--- src/sv/rdft_pkg.sv ---
// Shared constants, types and twiddle tables for the packed real DFT block.
// Used by every module of the block; it depends on nothing else.
package rdft_pkg;

    localparam int POINTS = 32;
    localparam int FRAC   = 15;

    // POINTS is expected to be a power of two so that the inverse scaling is a shift.
    localparam int IDX_W       = $clog2(POINTS);
    localparam int LOG2_POINTS = $clog2(POINTS);
    localparam int OUT_IDX_W   = 6;
    localparam int DATA_W      = 32;
    localparam int TW_W        = FRAC + 2;
    localparam int PROD_W      = DATA_W + TW_W;
    localparam int RND_W       = PROD_W - FRAC;
    localparam int ACC_W       = RND_W + $clog2(POINTS + 1) + 1;
    localparam int ADDR_W      = 3;

    localparam logic [IDX_W-1:0]  LAST_IDX    = IDX_W'(POINTS - 1);
    localparam bit                POINTS_EVEN = (POINTS % 2) == 0;
    localparam logic [PROD_W-1:0] RND_HALF    = PROD_W'(1) << (FRAC - 1);
    localparam logic [ACC_W-1:0]  HALF_POINTS = ACC_W'(POINTS / 2);
    localparam logic [ACC_W-1:0]  POS_LIM     = ACC_W'(32'h7FFF_FFFF);
    localparam logic [ACC_W-1:0]  NEG_LIM     = ACC_W'(32'h8000_0000);

    // Register word index on the configuration port.
    localparam logic REG_DIRECTION = 1'b0;

    typedef logic signed [TW_W-1:0] tw_tab_t [POINTS];

    typedef struct packed {
        logic             wr_en;
        logic [IDX_W-1:0] wr_addr;
        logic             rd_en;
        logic [IDX_W-1:0] rd_addr;
    } store_req_t;

    typedef struct packed {
        logic                   valid;
        logic                   first;
        logic                   dbl;
        logic                   corr_en;
        logic                   corr_neg;
        logic                   div_load;
        logic                   inv;
        logic signed [TW_W-1:0] tw;
    } mac_ctl_t;

    // Cosine and sine of 2*pi*m/POINTS at FRAC fraction bits, rounded half away
    // from zero. The entries are laid out for POINTS = 32 and FRAC = 15.
    localparam tw_tab_t COS_TAB = '{
        17'sd32768,  17'sd32138,  17'sd30274,  17'sd27246,  17'sd23170,  17'sd18205,
        17'sd12540,  17'sd6393,   17'sd0,      -17'sd6393,  -17'sd12540, -17'sd18205,
        -17'sd23170, -17'sd27246, -17'sd30274, -17'sd32138, -17'sd32768, -17'sd32138,
        -17'sd30274, -17'sd27246, -17'sd23170, -17'sd18205, -17'sd12540, -17'sd6393,
        17'sd0,      17'sd6393,   17'sd12540,  17'sd18205,  17'sd23170,  17'sd27246,
        17'sd30274,  17'sd32138
    };

    localparam tw_tab_t SIN_TAB = '{
        17'sd0,      17'sd6393,   17'sd12540,  17'sd18205,  17'sd23170,  17'sd27246,
        17'sd30274,  17'sd32138,  17'sd32768,  17'sd32138,  17'sd30274,  17'sd27246,
        17'sd23170,  17'sd18205,  17'sd12540,  17'sd6393,   17'sd0,      -17'sd6393,
        -17'sd12540, -17'sd18205, -17'sd23170, -17'sd27246, -17'sd30274, -17'sd32138,
        -17'sd32768, -17'sd32138, -17'sd30274, -17'sd27246, -17'sd23170, -17'sd18205,
        -17'sd12540, -17'sd6393
    };

endpackage

--- src/sv/rdft_store.sv ---
// Value store of the packed real DFT block: one write port, one registered read port.
// Depends on rdft_pkg for sizes and the store request type.
module rdft_store (
    input  logic                       aclk,
    input  rdft_pkg::store_req_t       req,
    input  logic [rdft_pkg::DATA_W-1:0] wr_data,
    output logic [rdft_pkg::DATA_W-1:0] rd_data
);
    import rdft_pkg::*;

    logic [DATA_W-1:0] store_mem [POINTS];
    logic [DATA_W-1:0] rd_data_reg;

    always_ff @(posedge aclk) begin
        if (req.wr_en) begin
            store_mem[req.wr_addr] <= wr_data;
        end
        if (req.rd_en) begin
            rd_data_reg <= store_mem[req.rd_addr];
        end
    end

    assign rd_data = rd_data_reg;

endmodule

--- src/sv/rdft_mac.sv ---
// Shared multiply-accumulate unit with rounding, inverse scaling and saturation.
// Depends on rdft_pkg for widths, the control struct and rounding constants.
module rdft_mac (
    input  logic                              aclk,
    input  logic                              aresetn,
    input  rdft_pkg::mac_ctl_t                ctl,
    input  logic signed [rdft_pkg::DATA_W-1:0] rd_data,
    output logic signed [rdft_pkg::DATA_W-1:0] res_value
);
    import rdft_pkg::*;

    // Stage 1: control aligned with the registered store read.
    logic                     v1_reg, first1_reg, dbl1_reg, corr_en1_reg, corr_neg1_reg;
    logic signed [TW_W-1:0]   tw1_reg;
    // Stage 2: product and correction term.
    logic                     v2_reg, first2_reg, dbl2_reg;
    logic signed [PROD_W-1:0] prod_reg;
    logic signed [ACC_W-1:0]  corr_reg;
    // Accumulator and final scaling.
    logic signed [ACC_W-1:0]  acc_reg, acc_next;
    logic [ACC_W-1:0]         mag_reg, mag_next;
    logic                     neg_reg, inv_reg;

    logic signed [PROD_W-1:0] prod_rnd;
    logic signed [RND_W-1:0]  rnd;
    logic signed [ACC_W-1:0]  rnd_ext, term, val_ext;
    logic [ACC_W-1:0]         acc_u, half, q;

    always_ff @(posedge aclk) begin
        if (!aresetn) begin
            v1_reg <= 1'b0;
            v2_reg <= 1'b0;
        end else begin
            v1_reg <= ctl.valid;
            v2_reg <= v1_reg;
        end
    end

    assign val_ext = ACC_W'(rd_data);

    always_ff @(posedge aclk) begin
        first1_reg    <= ctl.first;
        dbl1_reg      <= ctl.dbl;
        corr_en1_reg  <= ctl.corr_en;
        corr_neg1_reg <= ctl.corr_neg;
        tw1_reg       <= ctl.tw;
        first2_reg    <= first1_reg;
        dbl2_reg      <= dbl1_reg;
        prod_reg      <= rd_data * tw1_reg;
        if (corr_en1_reg) begin
            corr_reg <= corr_neg1_reg ? -val_ext : val_ext;
        end else begin
            corr_reg <= '0;
        end
        if (v2_reg) begin
            acc_reg <= acc_next;
        end
        if (ctl.div_load) begin
            mag_reg <= mag_next;
            neg_reg <= acc_reg[ACC_W-1];
            inv_reg <= ctl.inv;
        end
    end

    // Adding half an LSB and dropping the fraction rounds half toward plus infinity.
    assign prod_rnd = prod_reg + signed'(RND_HALF);
    assign rnd      = prod_rnd[PROD_W-1:FRAC];
    assign rnd_ext  = ACC_W'(rnd);
    assign term     = dbl2_reg ? (rnd_ext <<< 1) : rnd_ext;
    assign acc_next = (first2_reg ? ACC_W'(0) : acc_reg) + term - corr_reg;

    // Magnitude plus half the divisor, so the shift rounds half away from zero.
    assign acc_u    = acc_reg;
    assign half     = ctl.inv ? HALF_POINTS : '0;
    assign mag_next = acc_reg[ACC_W-1] ? (half - acc_u) : (acc_u + half);

    assign q = inv_reg ? (mag_reg >> LOG2_POINTS) : mag_reg;

    always_comb begin
        if (neg_reg) begin
            res_value = (q > NEG_LIM) ? signed'(32'h8000_0000) : -signed'(q[DATA_W-1:0]);
        end else begin
            res_value = (q > POS_LIM) ? signed'(32'h7FFF_FFFF) : signed'(q[DATA_W-1:0]);
        end
    end

endmodule

--- src/sv/rdft_ctrl.sv ---
// Sequencer of the packed real DFT block: loads words, walks the store once per
// result, steps the twiddle index and hands results to the output register.
// Depends on rdft_pkg for sizes, twiddle tables and the control structs.
module rdft_ctrl (
    input  logic                          aclk,
    input  logic                          aresetn,
    input  logic                          s_tvalid,
    output logic                          s_tready,
    input  logic                          direction,
    input  logic                          out_free,
    output rdft_pkg::store_req_t          st_req,
    output rdft_pkg::mac_ctl_t            mac_ctl,
    output logic                          out_load,
    output logic [rdft_pkg::OUT_IDX_W-1:0] out_idx,
    output logic                          out_last
);
    import rdft_pkg::*;

    localparam logic [2:0] S_LOAD  = 3'd0;
    localparam logic [2:0] S_ISSUE = 3'd1;
    localparam logic [2:0] S_DRAIN = 3'd2;
    localparam logic [2:0] S_DIV   = 3'd3;
    localparam logic [2:0] S_OUT   = 3'd4;

    logic [2:0]       state_reg, state_next;
    logic [IDX_W-1:0] cnt_reg, cnt_next;
    logic [IDX_W-1:0] idx_reg, idx_next;
    logic [IDX_W-1:0] addr_reg, addr_next;
    logic [IDX_W-1:0] m_reg, m_next;
    logic             inv_reg, inv_next;
    logic             drain_reg, drain_next;

    logic             accept;
    logic [IDX_W:0]   j_wide;
    logic [IDX_W-1:0] step;
    logic [IDX_W:0]   m_sum;
    logic             step_en, use_sin, last_addr, last_idx;

    assign accept    = s_tvalid && s_tready;
    assign s_tready  = (state_reg == S_LOAD);
    assign last_addr = (addr_reg == LAST_IDX);
    assign last_idx  = (idx_reg == LAST_IDX);

    // Forward frequency j for packed index idx: idx 0 is j = 0 on the cosine table.
    assign j_wide = ({1'b0, idx_reg} + (IDX_W + 1)'(1)) >> 1;
    assign step   = inv_reg ? idx_reg : j_wide[IDX_W-1:0];
    // Inverse pairs addresses 2k-1 and 2k on the same angle, so it steps before odd ones.
    assign step_en = !inv_reg || !addr_reg[0];
    assign m_sum   = {1'b0, m_reg} + {1'b0, step};

    always_comb begin
        if (inv_reg) begin
            use_sin = !addr_reg[0] && (addr_reg != '0);
        end else begin
            use_sin = !idx_reg[0] && (idx_reg != '0);
        end
    end

    always_comb begin
        st_req.wr_en   = accept;
        st_req.wr_addr = cnt_reg;
        st_req.rd_en   = (state_reg == S_ISSUE);
        st_req.rd_addr = addr_reg;

        mac_ctl.valid    = (state_reg == S_ISSUE);
        mac_ctl.first    = (addr_reg == '0);
        mac_ctl.dbl      = inv_reg && (addr_reg != '0);
        mac_ctl.corr_en  = inv_reg && POINTS_EVEN && last_addr;
        mac_ctl.corr_neg = idx_reg[0];
        mac_ctl.div_load = (state_reg == S_DIV);
        mac_ctl.inv      = inv_reg;
        mac_ctl.tw       = use_sin ? SIN_TAB[m_reg] : COS_TAB[m_reg];
    end

    assign out_load = (state_reg == S_OUT) && out_free;
    assign out_idx  = OUT_IDX_W'(idx_reg);
    assign out_last = last_idx;

    always_comb begin
        state_next = state_reg;
        cnt_next   = cnt_reg;
        idx_next   = idx_reg;
        addr_next  = addr_reg;
        m_next     = m_reg;
        inv_next   = inv_reg;
        drain_next = drain_reg;
        case (state_reg)
            S_LOAD: begin
                if (accept) begin
                    if (cnt_reg == LAST_IDX) begin
                        cnt_next   = '0;
                        inv_next   = direction;
                        idx_next   = '0;
                        addr_next  = '0;
                        m_next     = '0;
                        state_next = S_ISSUE;
                    end else begin
                        cnt_next = cnt_reg + IDX_W'(1);
                    end
                end
            end
            S_ISSUE: begin
                addr_next = addr_reg + IDX_W'(1);
                if (step_en) begin
                    if (m_sum >= (IDX_W + 1)'(POINTS)) begin
                        m_next = IDX_W'(m_sum - (IDX_W + 1)'(POINTS));
                    end else begin
                        m_next = m_sum[IDX_W-1:0];
                    end
                end
                if (last_addr) begin
                    drain_next = 1'b0;
                    state_next = S_DRAIN;
                end
            end
            S_DRAIN: begin
                drain_next = 1'b1;
                if (drain_reg) begin
                    state_next = S_DIV;
                end
            end
            S_DIV: begin
                state_next = S_OUT;
            end
            S_OUT: begin
                if (out_free) begin
                    addr_next = '0;
                    m_next    = '0;
                    if (last_idx) begin
                        state_next = S_LOAD;
                    end else begin
                        idx_next   = idx_reg + IDX_W'(1);
                        state_next = S_ISSUE;
                    end
                end
            end
            default: begin
                state_next = S_LOAD;
            end
        endcase
    end

    always_ff @(posedge aclk) begin
        if (!aresetn) begin
            state_reg <= S_LOAD;
            cnt_reg   <= '0;
            idx_reg   <= '0;
            addr_reg  <= '0;
            m_reg     <= '0;
            inv_reg   <= 1'b0;
            drain_reg <= 1'b0;
        end else begin
            state_reg <= state_next;
            cnt_reg   <= cnt_next;
            idx_reg   <= idx_next;
            addr_reg  <= addr_next;
            m_reg     <= m_next;
            inv_reg   <= inv_next;
            drain_reg <= drain_next;
        end
    end

endmodule

--- src/sv/real_dft_packed_coefficients.sv ---
// Top level of the packed real DFT block: configuration register, output register
// and the wiring of store, sequencer and shared MAC.
// Depends on rdft_pkg, rdft_store, rdft_mac and rdft_ctrl.
//
//   Channel   Direction  Handshake          Contents
//   s_        in         s_tvalid/s_tready  one sample or packed coefficient
//   m_        out        m_tvalid/m_tready  one result word, m_tlast on the final one
//   APB       in/out     psel/penable       direction register at word 0
//
// A set loads POINTS words at one per cycle. Each result then takes POINTS passes
// through the single multiply-accumulate unit, a pipeline drain, a scaling step
// and a move into the output register; s_tready stays low while the set is processed.
// Reset is synchronous and active low and clears the load count and the direction.
// A stalled m_tready holds the sequencer at the output step without losing a word.
module real_dft_packed_coefficients (
    input  logic                          aclk,
    input  logic                          aresetn,
    input  logic                          s_tvalid,
    output logic                          s_tready,
    input  logic [31:0]                   s_tdata,   // [31:0] in_value
    output logic                          m_tvalid,
    input  logic                          m_tready,
    output logic [39:0]                   m_tdata,   // [31:0] out_value, [37:32] out_index
    output logic                          m_tlast,   // last_result
    input  logic                          psel,
    input  logic                          penable,
    input  logic                          pwrite,
    input  logic [rdft_pkg::ADDR_W-1:0]   paddr,
    input  logic [31:0]                   pwdata,
    output logic [31:0]                   prdata,
    output logic                          pready
);
    import rdft_pkg::*;

    logic                     direction_reg;
    logic                     m_tvalid_reg;
    logic [DATA_W-1:0]        out_value_reg;
    logic [OUT_IDX_W-1:0]     out_index_reg;
    logic                     out_last_reg;

    store_req_t               st_req;
    mac_ctl_t                 mac_ctl;
    logic [DATA_W-1:0]        rd_data;
    logic signed [DATA_W-1:0] res_value;
    logic                     out_free, out_load, out_last;
    logic [OUT_IDX_W-1:0]     out_idx;
    logic                     reg_hit;

    assign pready  = 1'b1;
    assign reg_hit = (paddr[ADDR_W-1:2] == REG_DIRECTION);
    assign prdata  = reg_hit ? {31'b0, direction_reg} : 32'b0;

    always_ff @(posedge aclk) begin
        if (!aresetn) begin
            direction_reg <= 1'b0;
        end else if (psel && penable && pwrite && pready && reg_hit) begin
            direction_reg <= pwdata[0];
        end
    end

    rdft_store u_store (
        .aclk    (aclk),
        .req     (st_req),
        .wr_data (s_tdata),
        .rd_data (rd_data)
    );

    rdft_ctrl u_ctrl (
        .aclk      (aclk),
        .aresetn   (aresetn),
        .s_tvalid  (s_tvalid),
        .s_tready  (s_tready),
        .direction (direction_reg),
        .out_free  (out_free),
        .st_req    (st_req),
        .mac_ctl   (mac_ctl),
        .out_load  (out_load),
        .out_idx   (out_idx),
        .out_last  (out_last)
    );

    rdft_mac u_mac (
        .aclk      (aclk),
        .aresetn   (aresetn),
        .ctl       (mac_ctl),
        .rd_data   (signed'(rd_data)),
        .res_value (res_value)
    );

    // The output register takes a new word when empty or when its word leaves now.
    assign out_free = !m_tvalid_reg || m_tready;

    always_ff @(posedge aclk) begin
        if (!aresetn) begin
            m_tvalid_reg <= 1'b0;
        end else if (out_load) begin
            m_tvalid_reg <= 1'b1;
        end else if (m_tready) begin
            m_tvalid_reg <= 1'b0;
        end
    end

    always_ff @(posedge aclk) begin
        if (out_load) begin
            out_value_reg <= res_value;
            out_index_reg <= out_idx;
            out_last_reg  <= out_last;
        end
    end

    assign m_tvalid = m_tvalid_reg;
    assign m_tdata  = {2'b00, out_index_reg, out_value_reg};
    assign m_tlast  = out_last_reg;

endmodule
--- config.mk ---
export PLATFORM = sky130hd
export DESIGN_NAME = real_dft_packed_coefficients
export DESIGN_NICKNAME = d
export VERILOG_FILES = /design/src/sv/rdft_pkg.sv /design/src/sv/rdft_store.sv /design/src/sv/rdft_mac.sv /design/src/sv/rdft_ctrl.sv /design/src/sv/real_dft_packed_coefficients.sv
export SDC_FILE = /design/constraint.sdc
export NUM_CORES = 2
export LEC_CHECK = 0
export ABC_AREA = 1
export BUFFER_PORTS_ARGS = -buffer_cell sky130_fd_sc_hd__buf_2
export CAP_MARGIN = 20
export CORE_AREA = 2 2 372 374
export DETAILED_ROUTE_END_ITERATION = 10
export DIE_AREA = 0 0 374 376
export PLACE_DENSITY = 0.76
export SYNTH_ARGS = -nofsm -noshare
export SYNTH_HDL_FRONTEND = slang
export SYNTH_HIERARCHICAL = 1
export SYNTH_SLANG_ARGS = --single-unit
--- constraint.sdc ---
create_clock -name aclk -period 11.08 [get_ports aclk]
set_clock_uncertainty 0.2 [all_clocks]
set_input_delay 1.108 -clock aclk [delete_from_list [all_inputs] [get_ports aclk]]
set_output_delay 1.108 -clock aclk [all_outputs]
set_load 0.005 [all_outputs]
==> out/metrics.yaml <==
run_status:
  status: "complete, no violations"
critical_path:
  crit_path_start_kind: "flop"
  type_of_element_capturing_the_critical_path: "flop"
  cp_slowest_stage_delay_ns: 0.60
  timing.reg2reg.worst_path_depth: 20
  crit-reg2reg-capture: "u_mac/prod_reg[39]$_DFF_P_"
  arrival_ns: 7.64
  crit_path_cell_trace: "clkinv_1 -> buf_4 -> nor2_1 -> fa_1 -> fa_1 -> fa_1 -> fa_1 -> fa_1 -> inv_1 -> fa_1 -> inv_1 -> ha_1 -> nand2_1 -> o21ai_0 -> a21oi_1 -> nand2_1 -> a21oi_1 -> o21ai_0 -> a21oi_1 -> xnor2_1"
  worstPathRequired_ns: 11.54
  worstPathBufferInverterCount: 4
  crit_slowest_cell: "dfxtp_1"
  regToRegStartpoint: "u_mac/tw1_reg[16]$_DFF_P_"
  largest_delay_share_family_worst_path: "adder cells"
  ff2ff_setup_slack_ns: 3.90
  critical-path-top-cell-by-count: "fa_1"
  timing.setup.critical_path_class: "flop to flop"
  path_depth: 20
  cp_max_fanout: 17
cts:
  post-cts-setup-buffers: 0
  clock_tree_from_tritoncts: "yes"
  root_buffer: "clkbuf_16"
  hold_buffers: 0
  clkLatencyLatePin_ns: 0.79
  tritoncts_num_sinks: 1307
  cts-buffers-inserted: 138
  h-tree-depth: 4
  clk_path_buf_depth: 3
  worst_setup_hold_path_clk_slew_ns: 0.06
  ctsResizeCount: 0
routing:
  drt-wirelength-per-cell_um: 20.4
  routed_via_density: 5.74
  drt-total-wl_um: 218000
  num_vias: 61308
  ant_nets: 0
  iteration_0_drc_markers: 6063
  firstDrtPassIters: 6
  route.detailed.drc: 0
sta:
  final_setup_violating_endpoints: 0
  final.min_clock_period_ns: 7.18
  relSlewSlack_pct: 21.6
  post-route-period-util_pct: 64.8
  post_route_hold_slack_ns: 0.132
  finalSetupTns_ns: 0
  worst-slew-pin-transition_ns: 1.18
  hold_viol_final: 0
  slew_viol_final: 0
  max_clock_freq_ghz: 0.139
  rsz0062_at_grt: "no"
place:
  post-place-cells: 10430
  io_buffer_count: 82
  routability_congestion_estimate_from_global_placement: 0.955
  dp.final_hpwl_um: 141000
cells_and_area:
  multiInputGateArea_um2: 36700
  register_area_um2: 38000
  flow.area_growth_from_synthesis_pct: 7.16
  post_route_cells_drive_above_1_share_pct: 5.83
  final-instance-count-excl-fill: 10685
  max_ffs_per_register: 1024
  num-nets-final: 9594
  top_reg_by_flops: "u_store/store_mem"
  fillers: 10818
logic_synthesis:
  netlist_instances: 8862
  yosys-top-cells-area: "edfxtp_1 43%, fa_1 14%, nand2_1 13%, nand3_1 6.0%, inv_1 5.6%"
  post_synth_edffs: 1179
  ys.warnings.count: 6
  synth.largest_area_cell: "edfxtp_1"
  yosysTopAreaCellShare_pct: 43.4
  syn-mean-instance-area_um2: 9.21
  synth_area_um2: 81600
  flops_latches_synth: 1307
  synth_most_common_cell: "nand2_1"
  synthArstFlopShare_pct: 0
  ys_seq_area_share_pct: 46.5
  synth_commonest_cells: "2782 x nand2_1, 1222 x inv_1, 1179 x edfxtp_1, 982 x nand3_1, 561 x fa_1"
  dominantRegCellSynth: "edfxtp_1"
  netlist-cell-type-count: 60
grt:
  overflow: 0
  first_global_vias: 61040
  wire_length_of_the_first_global_routing_pass_um: 339000
  grt_max_degree: 185
  globalRouteTotalUtil_pct: 31.2
  antenna_found_initial: 9
power:
  cellPowerDensity_nw_per_um2: 252
  power.leakage_nw: 38.0
  peakVddDrop_v: 0.000345
worst_hold_path:
  path_class_of_the_lowest_slack_min_delay_path: "flop to flop"
  hold-path-cell-count: 0
  whs_endpoint: "u_mac/dbl2_reg$_DFF_P_"
  holdCritStartpoint: "u_mac/dbl1_reg$_DFF_P_"
run:
  drv.max_cap_violation_count: 0
floorplan:
  initial_core_util_pct: 59.7
  floorplan.rows: 136
  ios: 150
  die-height_um: 376
  die_w_um: 374
  core_region_area_um2: 137000
  die_area_um2: 141000
[stage by stage]
step / power, mW / setup WS [ns] / instance area (µm²) / util (%)
after floorplan: 14.5 / 5.02 / 81700 / -
after global placement: 17.3 / 3.96 / 82800 / 60.6
after detailed placement: 17.4 / 3.92 / 82800 / 60.6
after CTS: 22.1 / 3.88 / 87400 / 63.9
after global routing: 23.9 / 3.58 / 87500 / 64.0
final: 22.0 / 3.90 / 87500 / 64.0
[metal layers]
metal	vias to the layer above	wire length [µm]	GRT usage, %
met5	-	59	0
met3	662	17300	4.54
li1	28165	-	-
met1	29470	81000	38.3
met2	3003	108000	53.9
met4	8	11500	15.8
[layout by cell type (no fill, tap or decap), types with 138 or more instances in the layout]
| cell | Yosys | routed |
|---|---|---|
| a21oi_1 | 197 | 197 |
| clkbuf_16 | 0 | 138 |
| edfxtp_1 | 1179 | 1179 |
| fa_1 | 561 | 561 |
| ha_1 | 179 | 179 |
| inv_1 | 1222 | 1220 |
| nand2_1 | 2782 | 2782 |
| nand3_1 | 982 | 982 |
| nor2_1 | 435 | 403 |
| o21ai_0 | 209 | 209 |
[worst max-delay path by stage]
stage,from,to,slack (ns)
2_1_floorplan,u_store/rd_data[6]$_DFFE_PP_,u_mac/prod_reg[45]$_DFF_P_,5.02
4_1_cts,u_mac/tw1_reg[16]$_DFF_P_,u_mac/prod_reg[39]$_DFF_P_,3.88
3_5_place_dp,u_mac/tw1_reg[16]$_DFF_P_,u_mac/prod_reg[39]$_DFF_P_,3.92
3_3_place_gp,u_mac/tw1_reg[16]$_DFF_P_,u_mac/prod_reg[47]$_DFF_P_,3.96
5_1_grt,u_mac/tw1_reg[16]$_DFF_P_,u_mac/prod_reg[47]$_DFF_P_,3.58
6_report,u_mac/tw1_reg[16]$_DFF_P_,u_mac/prod_reg[39]$_DFF_P_,3.90
[kinds of logic (layout without fill, tap and decap cells)]
| group | after synthesis | in the layout | share of synthesized area [%] |
|---|---|---|---|
| AOI/OAI and AO/OA | 535 | 535 | 3.56 |
| and+or+nand+nor | 4440 | 4440 | 22.7 |
| xor gates and xnor gates | 149 | 149 | 1.60 |
| buffers and inverters | 1681 | 1675 | 8.98 |
| muxes | 7 | 7 | 0.0859 |
| other | 3 | 38 | 0.0138 |
| DFF | 1307 | 1307 | 46.5 |
| adders and majority gates | 740 | 740 | 16.5 |
[report_power, final]
| part | switching (mW) | leakage, nW | internal (mW) |
|---|---|---|---|
| clock network | 2.02 | 2.19 | 2.64 |
| registers | 0.183 | 11.7 | 5.76 |
| logic | 7.40 | 24.1 | 4.02 |
| total | 9.61 | 38.0 | 12.4 |
[cell type report]
cell class,count,share of cell area [%]
Antenna cell,3,0.00858
Clock buffer,168,4.09
Clock inverter,80,1.13
Inverter,1243,5.37
Multi-Input combinational cell,5906,41.9
Sequential cell,1307,43.4
Tap cell,1794,2.57
Timing Repair Buffer,184,1.46
Note: power is estimated with default switching activity, not from simulation.
